[config.mk]
export PLATFORM = sky130hd
export DESIGN_NAME = mcct_out
export DESIGN_NICKNAME = d
export VERILOG_FILES = /design/src/mcct_pkg.sv /design/src/mcct_out.sv
export VERILOG_INCLUDE_DIRS = /design/src /design/src/src
export SDC_FILE = /design/constraint.sdc
export NUM_CORES = 1
export LEC_CHECK = 0
export BUFFER_PORTS_ARGS = -buffer_cell sky130_fd_sc_hd__clkbuf_2
export CELL_PAD_IN_SITES_DETAIL_PLACEMENT = 0
export CELL_PAD_IN_SITES_GLOBAL_PLACEMENT = 2
export CORE_AREA = 5 5 201 203
export CTS_BUF_LIST = sky130_fd_sc_hd__clkbuf_8
export DETAILED_ROUTE_END_ITERATION = 10
export DIE_AREA = 0 0 206 208
export GPL_TIMING_DRIVEN = 1
export HOLD_SLACK_MARGIN = 0.02
export MAX_ROUTING_LAYER = met4
export PLACE_DENSITY = 0.69
export SYNTH_ARGS = -nofsm -noshare
export SYNTH_HDL_FRONTEND = slang
export SYNTH_SLANG_ARGS = --single-unit
[constraint.sdc]
create_clock -name clk -period 6.5 [get_ports clk]
set_input_delay 0.325 -clock clk [delete_from_list [all_inputs] [get_ports clk]]
set_output_delay 0.325 -clock clk [all_outputs]
set_load 0.05 [all_outputs]
[src/matrix4x4_column_transform_core_assert.svh]
// Assertion helpers shared by the transform core modules.
// Each macro builds one labeled concurrent assertion that is disabled while reset is held.
`ifndef MATRIX4X4_COLUMN_TRANSFORM_CORE_ASSERT_SVH
`define MATRIX4X4_COLUMN_TRANSFORM_CORE_ASSERT_SVH

// The consequent must hold in the same cycle as the antecedent.
`define MCCT_ASSERT_IMPLY(label, clk, rst_n, ante, cons) \
	label: assert property (@(posedge clk) disable iff (!rst_n) (ante) |-> (cons)) \
		else $error("transform core assertion failed");

// The consequent must hold in the cycle after the antecedent.
`define MCCT_ASSERT_NEXT(label, clk, rst_n, ante, cons) \
	label: assert property (@(posedge clk) disable iff (!rst_n) (ante) |=> (cons)) \
		else $error("transform core assertion failed");

`endif

[src/mcct_pkg.sv]
package mcct_pkg;

	localparam int ELEM_W                = 32;
	localparam int PROD_W                = 2 * ELEM_W;
	// Four products summed need two guard bits above the product width.
	localparam int ACC_W                 = PROD_W + 2;
	localparam int NUM_ROWS              = 4;
	localparam int NUM_COLS              = 4;
	localparam int NUM_PAIRS             = 8;
	localparam int PAIR_W                = 2 * ELEM_W;
	localparam int PAIR_IDX_W            = $clog2(NUM_PAIRS);
	localparam int CFG_IDX_W             = 8;
	localparam int FRACTION_BITS_DEFAULT = 16;

	typedef logic signed [ELEM_W-1:0] elem_t;
	typedef logic signed [PROD_W-1:0] prod_t;
	typedef logic signed [ACC_W-1:0]  acc_t;
	typedef logic [PAIR_W-1:0]        pair_t;

	localparam elem_t ELEM_MAX = {1'b0, {(ELEM_W-1){1'b1}}};
	localparam elem_t ELEM_MIN = {1'b1, {(ELEM_W-1){1'b0}}};

	// One beat traveling down the chain: the mode, the input column (consumed from
	// element 0 as it moves) and the four running row sums.
	typedef struct packed {
		logic                  action;
		elem_t [NUM_ROWS-1:0]  b;
		acc_t  [NUM_ROWS-1:0]  acc;
	} beat_t;

endpackage

[src/mcct_out.sv]
`include "matrix4x4_column_transform_core_assert.svh"

module mcct_out #(
	parameter int FRACTION_BITS = mcct_pkg::FRACTION_BITS_DEFAULT
) (
	input  logic                                    clk,
	input  logic                                    arst_n,
	input  logic                                    in_valid,
	output logic                                    in_ready,
	input  mcct_pkg::beat_t                         in_beat,
	output logic                                    out_valid,
	input  logic                                    out_ready,
	output mcct_pkg::elem_t [mcct_pkg::NUM_ROWS-1:0] res,
	output logic                                    sat
);
	import mcct_pkg::*;

	logic                   valid_q;
	logic                   vertex_q;
	elem_t [NUM_ROWS-1:0]   res_q;
	logic                   sat_q;
	acc_t  [NUM_ROWS-1:0]   shifted;
	logic  [NUM_ROWS-1:0]   over;
	elem_t [NUM_ROWS-1:0]   res_d;
	logic                   sat_d;
	logic                   take;

	assign in_ready = !valid_q || out_ready;
	assign take     = in_valid && in_ready;

	// Arithmetic shift gives the floor of the exact sum; the value fits in 32 bits
	// only when every bit above the result's sign bit copies it.
	always_comb begin
		sat_d = 1'b0;
		for (int r = 0; r < NUM_ROWS; r++) begin
			shifted[r] = $signed(in_beat.acc[r]) >>> FRACTION_BITS;
			over[r]    = (|shifted[r][ACC_W-1:ELEM_W-1]) && !(&shifted[r][ACC_W-1:ELEM_W-1]);
			if (over[r]) begin
				res_d[r] = shifted[r][ACC_W-1] ? ELEM_MIN : ELEM_MAX;
			end else begin
				res_d[r] = shifted[r][ELEM_W-1:0];
			end
		end
		// A vertex has no w row: it reads as zero and never flags.
		if (in_beat.action) begin
			res_d[NUM_ROWS-1] = '0;
			over[NUM_ROWS-1]  = 1'b0;
		end
		sat_d = |over;
	end

	always_ff @(posedge clk or negedge arst_n) begin
		if (!arst_n) begin
			valid_q <= 1'b0;
		end else if (in_ready) begin
			valid_q <= in_valid;
		end
	end

	always_ff @(posedge clk) begin
		if (take) begin
			res_q    <= res_d;
			sat_q    <= sat_d;
			vertex_q <= in_beat.action;
		end
	end

	assign out_valid = valid_q;
	assign res       = res_q;
	assign sat       = sat_q;

	`MCCT_ASSERT_IMPLY(a_sat_at_bound, clk, arst_n, valid_q && sat_q, (res_q[0] == ELEM_MAX) || (res_q[0] == ELEM_MIN) || (res_q[1] == ELEM_MAX) || (res_q[1] == ELEM_MIN) || (res_q[2] == ELEM_MAX) || (res_q[2] == ELEM_MIN) || (res_q[3] == ELEM_MAX) || (res_q[3] == ELEM_MIN))
	`MCCT_ASSERT_IMPLY(a_vertex_w_zero, clk, arst_n, valid_q && vertex_q, res_q[NUM_ROWS-1] == '0)
	`MCCT_ASSERT_IMPLY(a_blocked_only_full, clk, arst_n, !in_ready, valid_q && !out_ready)

endmodule

==> results of run 1 <==
-- metrics by stage --
stage | utilization (%) | hold WS [ns] | instance area (sq um)
2_1_floorplan | - | 0.0294 | 5530
3_3_place_gp | 20.3 | 0.101 | 7780
3_5_place_dp | 20.3 | 0.103 | 7780
4_1_cts | 21.4 | 0.0465 | 8190
5_1_grt | 21.4 | 0.0652 | 8200
6_report | 21.4 | 0.119 | 8200
-- layer usage --
metal	GRT usage (%)	part of all wire [%]
met1	11.4	42
met4	4.41	3.2
met3	4.67	12
met2	14.6	43
met5	-	0
-- power by group --
part | leakage (nW) | internal, mW | switching [mW]
sequential | 1.25 | 0.977 | 0.0129
clock | 0.195 | 0.344 | 0.377
combinational | 2.25 | 0.0984 | 0.262
-- area by class of cell --
cell class / instances / share of cell area (%)
multi-input combinational: 219 / 18.4
tap: 518 / 7.90
timing repair buffer: 343 / 21.2
clock buffer: 17 / 2.85
sequential: 130 / 47.6
antenna: 4 / 0.122
clock inverter: 15 / 1.94
-- how the worst max path moves through the flow --
stage	slack, ns	cells after the start	end
global route	3.92	7	res[110]$_SDFFCE_PP0P_
floorplan	1.90	2	res[0]$_DFFE_PP_
finish	4.03	7	res[110]$_SDFFCE_PP0P_
global placement	3.44	7	res[110]$_SDFFCE_PP0P_
CTS	4.03	7	res[110]$_SDFFCE_PP0P_
detailed placement	3.50	7	res[110]$_SDFFCE_PP0P_
-- cell families (layout without fill, tap and decap cells) --
group           Yosys count  count (layout)  share of synthesized area [%]
compound gates          161             161                           19.2
buf+inv                  34             375                           3.21
flops                   130             130                           70.5
other cells               0               4                              0
simple gates             58              58                           7.08
-- registers in the layout, indices dropped and copies added (netlist names) --
register   cells
sat            1
res          128
out_valid      1
-- worst max-delay path, stage by stage --
cell	delay (ns)
clkbuf_2	0.09
nor4_1	0.30
nand4_1	0.21
nor4_4	0.16
buf_4	0.34
or2_1	0.98
a21oi_1	0.21
-- cell usage in the layout, fill, tap and decap left out, drive strengths merged, types with 6 or more instances in the layout --
master	synthesis	routed
a21o	93	93
nand4	21	21
a21oi	31	31
nor2	6	6
clkinv	0	7
clkbuf	12	352
buf	22	6
nor4	21	21
o21ai	31	31
edfxtp	129	129
==> metrics.txt, run 1 <==
Clock transition at path regs 0.09 ns; Arr. time, crit path 2.62 ns; Initial DRC Count 214; Layout area overhead 48.3%; Synth async-reset ratio 0.769%; fin nets 1108; Reg area 0.00390 sq mm; max_slew headroom 17.9%; share of cells above drive strength 1 53.2%; Critical Path Start in_beat[249]; Avg Cell Area, Syn 14.4 sq um; # placed instances 1208; FF-to-FF Start out_valid$_DFFE_PN0N_; vias in the first global route 4915; post-synthesis instance area 0.00553 sq mm; leading cell type by number of instances after synthesis edfxtp_1; Hold Path Depth 1; global-route wire length before repair 30000 um; largest net degree at the start of global routing 58; core box area 0.0383 sq mm; DRT Wirelength 21400 um; initial core utilization 14.4%; Die W 206 um; RSZ-0062 raised after global routing no; Seq/Total Area, Yosys 70.5%; area of the multi-input gates 0.00151 sq mm; final count of hold timing violations 0; clock sinks 130; buffer depth of the longest clock path 2; setup TNS 0 ns; reg2reg path depth 3; initial antenna violation count 4; die extent in y 208 um; status completed; gr ovfl total 0; GR Util All Layers 9.87%; fill count 4160; synth cell count leaders edfxtp_1, a21o_1, a21oi_1, o21ai_0, nand4_1; standard-cell rows 72; Slew @ Worst Pin 1.23 ns; DRT Pass-1 Iters 4; EDFF count, synth 129; Ports 528; r2r endpoint res[49]$_DFFE_PP_; Worst Min Path Start in_beat[65]; Final Non-Filler Cells 1246; WL/cell 17.2 um; vias 4668; Syn Nets 780; WHS Endpoint res[31]$_DFFE_PP_; P per Cell Area 253 mW/mm^2; Final Max Slew Viols 0; Main synth FF type edfxtp_1; CP Class in2reg; Synth top area share 70.1%; Unique masters post-synth 24; root buffer cell clkbuf_8; Mapped Cells 383; largest cells by area after synthesis edfxtp_1, a21o_1, a21oi_1; Clock Latency Late Sink 0.47 ns; synthesized flop and latch total 130; Final min period 2.47 ns; maximum VDD drop 0.121 mV; CP startpoint kind primary input; number of CTS-inserted buffers 17; worst setup slack after layout 4.03 ns; fmax 406 MHz; TritonCTS clock tree done; Post-CTS Resized 0; post-synth top area cell edfxtp_1; H-tree lvl count 4; Crit Path Max Fanout 33; crit end category flip-flop; via density per instance 3.75; Final Skew 0.0105 ns; gpl congestion 0.752; max-cap violation count 0; period utilization 37.9%; setup bufs post-CTS 0; Final setup viols 0; port bufs 335; leakage 3.69 nW; CP Data Required Time 6.65 ns; Syn. warnings 0; R2R Setup Slk 4.47 ns; Final ANT Viol Nets 0; die area 0.0428 sq mm; Tightest Hold Check Type in2reg; pre-CTS setup slack 3.50 ns; Hold-fix buffers, CTS 2; residual DRC count 0; power after layout 2.07 mW; post-detail-place hpwl 16200 um
(Power assumes the default switching activity.)
==> inputs of run 2 (changes only) <==
- CORE_AREA: 5 5 201 203 -> 5 5 205 207
- DIE_AREA: 0 0 206 208 -> 0 0 210 212
- PLACE_DENSITY: 0.69 -> 0.67
- clock period: 6.5 -> 2.5 ns (I/O delays scaled with it)
==> run 2 against run 1 <==
  * Clock skew is 0.0053 ns higher
  * Final area is 17% higher
  * Critical endpoint is now res[25]$_DFFE_PP_
  * Setup slack worse by 3.6 ns
  * Largest power group unchanged
  * Wire length is 5.2% higher
  * Sequential power grew to 2.6 times the previous value
  * Sequential share of layout area is 6.9 points lower
  * Critical path type unchanged
  * Die area is 3.9% higher
  * Combinational power grew to 3.1 times the previous value
  * First-iteration DRC count is 13% lower
  * Highest routed layer unchanged
  * Register-to-register slack worse by 3.4 ns
  * Total power grew to 2.7 times the previous value
==> metrics.txt, run 2 (synthesis gave the netlist of run 1 again) <==
status completed (unchanged); CP Class in2reg (unchanged); Final min period 2.10 ns; commonest non-fill, non-tap cell in the layout clkbuf_2 (unchanged); standard-cell rows 74 (was 72); Clock transition at path regs 0.09 ns (about the same); Pint 3.81 mW (was 1.42 mW); max_slew headroom 21.5% (was 17.9%); initial antenna violation count 0 (was 4); Max stage delay on crit path 0.99 ns (was 0.98 ns); setup TNS 0 ns (unchanged); crit end category flip-flop (unchanged); gr ovfl total 0 (unchanged); root buffer cell clkbuf_8 (unchanged); pre-CTS setup slack 0.340 ns (was 3.50 ns); period utilization 83.8%; RSZ-0062 raised after global routing no (unchanged); Sw Share 30.9% (was 31.5%); final count of hold timing violations 0 (unchanged); switching pwr 1.70 mW (was 0.652 mW); Final Max Slew Viols 0 (unchanged); Final Skew 0.0158 ns (was 0.0105 ns); Tightest Hold Check Type in2reg (unchanged); Final ANT Viol Nets 0 (unchanged); H-tree lvl count 4 (unchanged); die extent in y 212 um (was 208 um); Die W 210 um (was 206 um); gpl congestion 0.836 (was 0.752); Final setup viols 0 (unchanged); Met3 Wirelength 2590 um (was 2620 um); core box area 0.0402 sq mm (was 0.0383 sq mm); CP startpoint kind primary input (unchanged); global-route wire length before repair 32600 um (was 30000 um); P per Cell Area 574 mW/mm^2 (was 253 mW/mm^2); Clock Latency Late Sink 0.46 ns (was 0.47 ns); fmax 477 MHz; die area 0.0445 sq mm (was 0.0428 sq mm); Arr. time, crit path 2.44 ns (was 2.62 ns); Initial DRC Count 186 (was 214); max-cap violation count 0 (unchanged); Layout area overhead 73.7% (was 48.3%); Slew @ Worst Pin 1.18 ns (was 1.23 ns); Crit Path Max Fanout 23 (was 33); max FFs per register 128 (unchanged); vias in the first global route 5534 (was 4915); met2 routed WL 10300 um (was 9170 um); fin nets 1245 (was 1108); vias 5105 (was 4668); setup bufs post-CTS 0 (unchanged); initial core utilization 13.8% (was 14.4%); max layer used met4 (unchanged); buffer depth of the longest clock path 2 (unchanged); largest net degree at the start of global routing 68 (was 58); GR Util All Layers 10.2% (was 9.87%); CP Data Required Time 2.84 ns (was 6.65 ns); DRT Pass-1 Iters 6 (was 4); leakage 4.27 nW (was 3.69 nW); Final Non-Filler Cells 1393 (was 1246); ant diodes 0 (was 4); # placed instances 1232 (was 1208); most frequent cells in the layout clkbuf_2, dlygate4sd3_1, edfxtp_1, a21o_1, a21oi_1 (was clkbuf_2, edfxtp_1, a21o_1, a21oi_1, o21ai_0); Ports 528 (unchanged); DRT met1 WL 9420 um (was 8930 um); port bufs 335 (unchanged); clock share of power 33.1% (was 34.8%); share of cells above drive strength 1 45.9% (was 53.2%); clock sinks 130 (unchanged); via density per instance 3.66 (was 3.75); DRT Wirelength 22500 um (was 21400 um); fill count 4312 (was 4160); Comb power frac 20.2% (was 17.4%); post-detail-place hpwl 16800 um (was 16200 um); worst setup slack after layout 0.405 ns (was 4.03 ns); WL/cell 16.2 um (was 17.2 um); slowest cell on the critical path a311oi_4 (was or2_1); TritonCTS clock tree done (unchanged); Seq pwr share 46.7% (was 47.8%); residual DRC count 0 (unchanged); crit-path cells dlygate4sd3_1 -> clkbuf_2 -> nor4_1 -> nand4_1 -> nor4_2 -> a311oi_4 -> buf_4 -> a21o_1 (was clkbuf_2 -> nor4_1 -> nand4_1 -> nor4_4 -> buf_4 -> or2_1 -> a21oi_1); maximum VDD drop 0.286 mV (was 0.121 mV); number of CTS-inserted buffers 17 (unchanged)
-- run 2: cell count changes in the layout (fill, tap and decap cells not counted), moves of 2 or more --
cell,before,now
buf_12,0,5
buf_4,6,11
clkinv_2,2,4
clkinv_4,4,1
clkinvlp_4,2,5
diode_2,4,0
dlygate4sd3_1,2,129
inv_6,4,1
-- run 2: final cells by class --
cell class	count	area [sq um]	area share [%]
Sequential cell	130	3900	40.6
Timing Repair Buffer	480	3150	32.8
Multi-Input combinational cell	219	1510	15.7
Tap cell	532	666	6.93
Clock buffer	17	234	2.44
Clock inverter	15	143	1.49
-- run 2: repair_timing --
action	CTS	global route
endpoints found under the hold margin	127	0
hold buffers	129	0
resized for setup	0	0
-- run 2: metrics by stage --
step	util (%)	cell area [sq um]	hold slack, ns	total power [mW]
6_report	23.9	9600	0.103	5.51
4_1_cts	23.9	9600	0.0377	5.65
5_1_grt	23.9	9600	0.0580	5.81
2_1_floorplan	-	5530	-0.171	3.20
3_3_place_gp	19.7	7930	-0.0845	3.59
3_5_place_dp	19.7	7930	-0.0852	3.59
-- run 2: path summary, 6_finish.rpt --
kind                       cells past startpoint  slack (ns)                endpoint                  start
hold reg to reg                                2        0.81        res[4]$_DFFE_PP_  out_valid$_DFFE_PN0N_
setup / recovery                               8        0.40       res[25]$_DFFE_PP_            in_beat[65]
min in group asynchronous                      3        0.51   out_valid$_DFFE_PN0N_                 arst_n
hold / removal                                 3        0.10  res[116]$_SDFFCE_PP0P_           in_beat[234]
max in group asynchronous                      3        1.89   out_valid$_DFFE_PN0N_                 arst_n
setup reg to reg                               3        1.04       res[73]$_DFFE_PP_  out_valid$_DFFE_PN0N_
-- run 2: layer usage --
| layer | vias to the layer above | GRT usage [%] |
|---|---|---|
| li1 | 2455 | - |
| met1 | 2386 | 11.7 |
| met2 | 252 | 15.9 |
| met3 | 12 | 5.11 |
| met4 | 0 | 2.45 |
| met5 | - | - |
-- run 2: critical path: cells and delay by family --
| family | cells | cell delay [ns] |
|---|---|---|
| buffers and inverters | 3 | 0.99 |
| and+or+nand+nor | 3 | 0.23 |
| AOI/OAI and AO/OA | 2 | 1.08 |
-- run 2: power groups by stage --
stage / sequential (mW) / combinational, mW / clock [mW]
floorplan: 3.03 / 0.163 / 0
CTS: 2.58 / 1.13 / 1.94
detailed placement: 2.62 / 0.966 / 0
global placement: 2.62 / 0.965 / 0
finish: 2.57 / 1.12 / 1.82
global route: 2.59 / 1.19 / 2.03
==> inputs of run 3 (changes only) <==
- clock period: 2.5 -> 2 ns (I/O delays scaled with it)
==> run 3 against run 2 <==
  * Critical path type unchanged
  * Global-route usage fell by 0.085 points
  * Total power rose by 30%
  * Clock skew fell by 0.0031 ns
  * Via count rose by 2.0%
  * Setup slack got worse by 0.29 ns
  * Cell count rose by 1.7%
==> metrics.txt, run 3 (synthesis gave the netlist of run 1 again) <==
Final Max Slew Viols 0 (unchanged); CP startpoint kind primary input (unchanged); global-route wire length before repair 32600 um (about the same); Reg area 0.00390 sq mm (about the same); period utilization 94.0%; largest net degree at the start of global routing 35 (was 68); core box area 0.0402 sq mm (unchanged); root buffer cell clkbuf_8 (unchanged); max-cap violation count 0 (unchanged); utilization after layout 24.6% (was 23.9%); Clock Latency Late Sink 0.47 ns (was 0.46 ns); Arr. time, crit path 2.10 ns (was 2.44 ns); leakage 4.43 nW (was 4.27 nW); Layout area overhead 78.9% (was 73.7%); Final setup viols 0 (unchanged); share of cells above drive strength 1 46.9% (was 45.9%); most frequent cells in the layout clkbuf_2, dlygate4sd3_1, edfxtp_1, a21o_1, a21oi_1 (unchanged); final count of hold timing violations 0 (unchanged); via density per instance 3.67 (was 3.66); Final min period 1.88 ns; DRT Wirelength 22400 um (was 22500 um); TritonCTS clock tree done (unchanged); port bufs 335 (unchanged); setup bufs post-CTS 0 (unchanged); vias in the first global route 5611 (was 5534); Initial DRC Count 215 (was 186); CP Class in2reg (unchanged); Die W 210 um (unchanged); Fin Hold WS 0.142 ns (was 0.103 ns); GR Util All Layers 10.1% (was 10.2%); RSZ-0062 raised after global routing no (unchanged); number of CTS-inserted buffers 17 (unchanged); max FFs per register 128 (unchanged); fin nets 1268 (was 1245); crit end category flip-flop (unchanged); Crit Path Max Fanout 10 (was 23); clock sinks 130 (unchanged); buffer depth of the longest clock path 2 (unchanged); gr ovfl total 0 (unchanged); vias 5207 (was 5105); Tightest Hold Check Type in2reg (unchanged); Slew @ Worst Pin 0.456 ns (was 1.18 ns); commonest non-fill, non-tap cell in the layout clkbuf_2 (unchanged); Final Skew 0.0126 ns (was 0.0158 ns); Clock transition at path regs 0.08 ns (was 0.09 ns); initial antenna violation count 1 (was 0); standard-cell rows 74 (unchanged); DRT Pass-1 Iters 4 (was 6); H-tree lvl count 4 (unchanged); die extent in y 212 um (unchanged); max_slew headroom 69.6% (was 21.5%); die area 0.0445 sq mm (unchanged); fmax 532 MHz; fill count 4321 (was 4312); Ports 528 (unchanged); residual DRC count 0 (unchanged); WL/cell 15.8 um (was 16.2 um); P per Cell Area 722 mW/mm^2 (was 574 mW/mm^2); Final ANT Viol Nets 0 (unchanged); status completed (unchanged); maximum VDD drop 0.396 mV (was 0.286 mV); gpl congestion 0.903 (was 0.836); CP Data Required Time 2.22 ns (was 2.84 ns); post-detail-place hpwl 17400 um (was 16800 um); initial core utilization 13.8% (unchanged); area of the multi-input gates 0.00152 sq mm (was 0.00151 sq mm)
## run 3: layer usage
layer  vias up  track usage, %  share of wire [%]
li1       2505               -                  -
met1      2434            11.3                 41
met2       250            16.0                 46
met3        18            5.08                 12
met4         0            2.75                1.4
met5         -               -                  0
## run 3: final timing paths
path                                              end                   from  cells past startpoint  slack, ns
worst max-delay path                 res[9]$_DFFE_PP_            in_beat[65]                     10       0.12
worst min-delay path                    sat$_DFFE_PP_           in_beat[392]                      3       0.14
worst max register to register      res[37]$_DFFE_PP_  out_valid$_DFFE_PN0N_                      3       0.44
worst min register to register       res[7]$_DFFE_PP_  out_valid$_DFFE_PN0N_                      2       0.93
max in group asynchronous       out_valid$_DFFE_PN0N_                 arst_n                      3       1.40
min in group asynchronous       out_valid$_DFFE_PN0N_                 arst_n                      3       0.48
## run 3: timing repair
action,4_1_cts,5_1_grt
hold buffers,132,0
hold endpoints to repair,130,0
endpoints found under the setup margin,0,15
resized for setup,0,1
## run 3: power breakdown
part           leakage, nW  switching, mW  internal [mW]
registers             1.25         0.0422           3.17
clock network        0.203           1.15           1.35
logic                 2.99          0.908          0.526
total                 4.43           2.10           5.05
## run 3: layout make-up
cell class                 count  share of cell area (%)
sequential                   130                    39.4
timing repair buffer         503                    34.2
multi-input combinational    219                    15.4
tap                          532                    6.73
clock buffer                  17                    2.36
clock inverter                15                    1.91
antenna                        1                  0.0253
## run 3: worst max-delay path: stages
cell and delay, ns:
dlygate4sd3_1 0.55, clkbuf_2 0.14, nor4_2 0.30, buf_4 0.16, nand4_1 0.08, nor4_2 0.15, buf_4 0.16, a311oi_4 0.06
buf_4 0.22, a21o_1 0.16
## run 3: per-stage QoR
step / instances / cell area (sq um) / setup WS [ns] / power (mW) / TNS [ns]
detailed placement: 1252 / 8140 / 0.137 / 4.52 / 0
floorplan: 383 / 5540 / -0.133 / 4.00 / -17.15
global placement: 1252 / 8140 / 0.122 / 4.52 / 0
CTS: 1416 / 9880 / 0.0920 / 7.31 / 0
global route: 1417 / 9890 / 0.0104 / 7.50 / 0
finish: 1417 / 9890 / 0.120 / 7.14 / 0
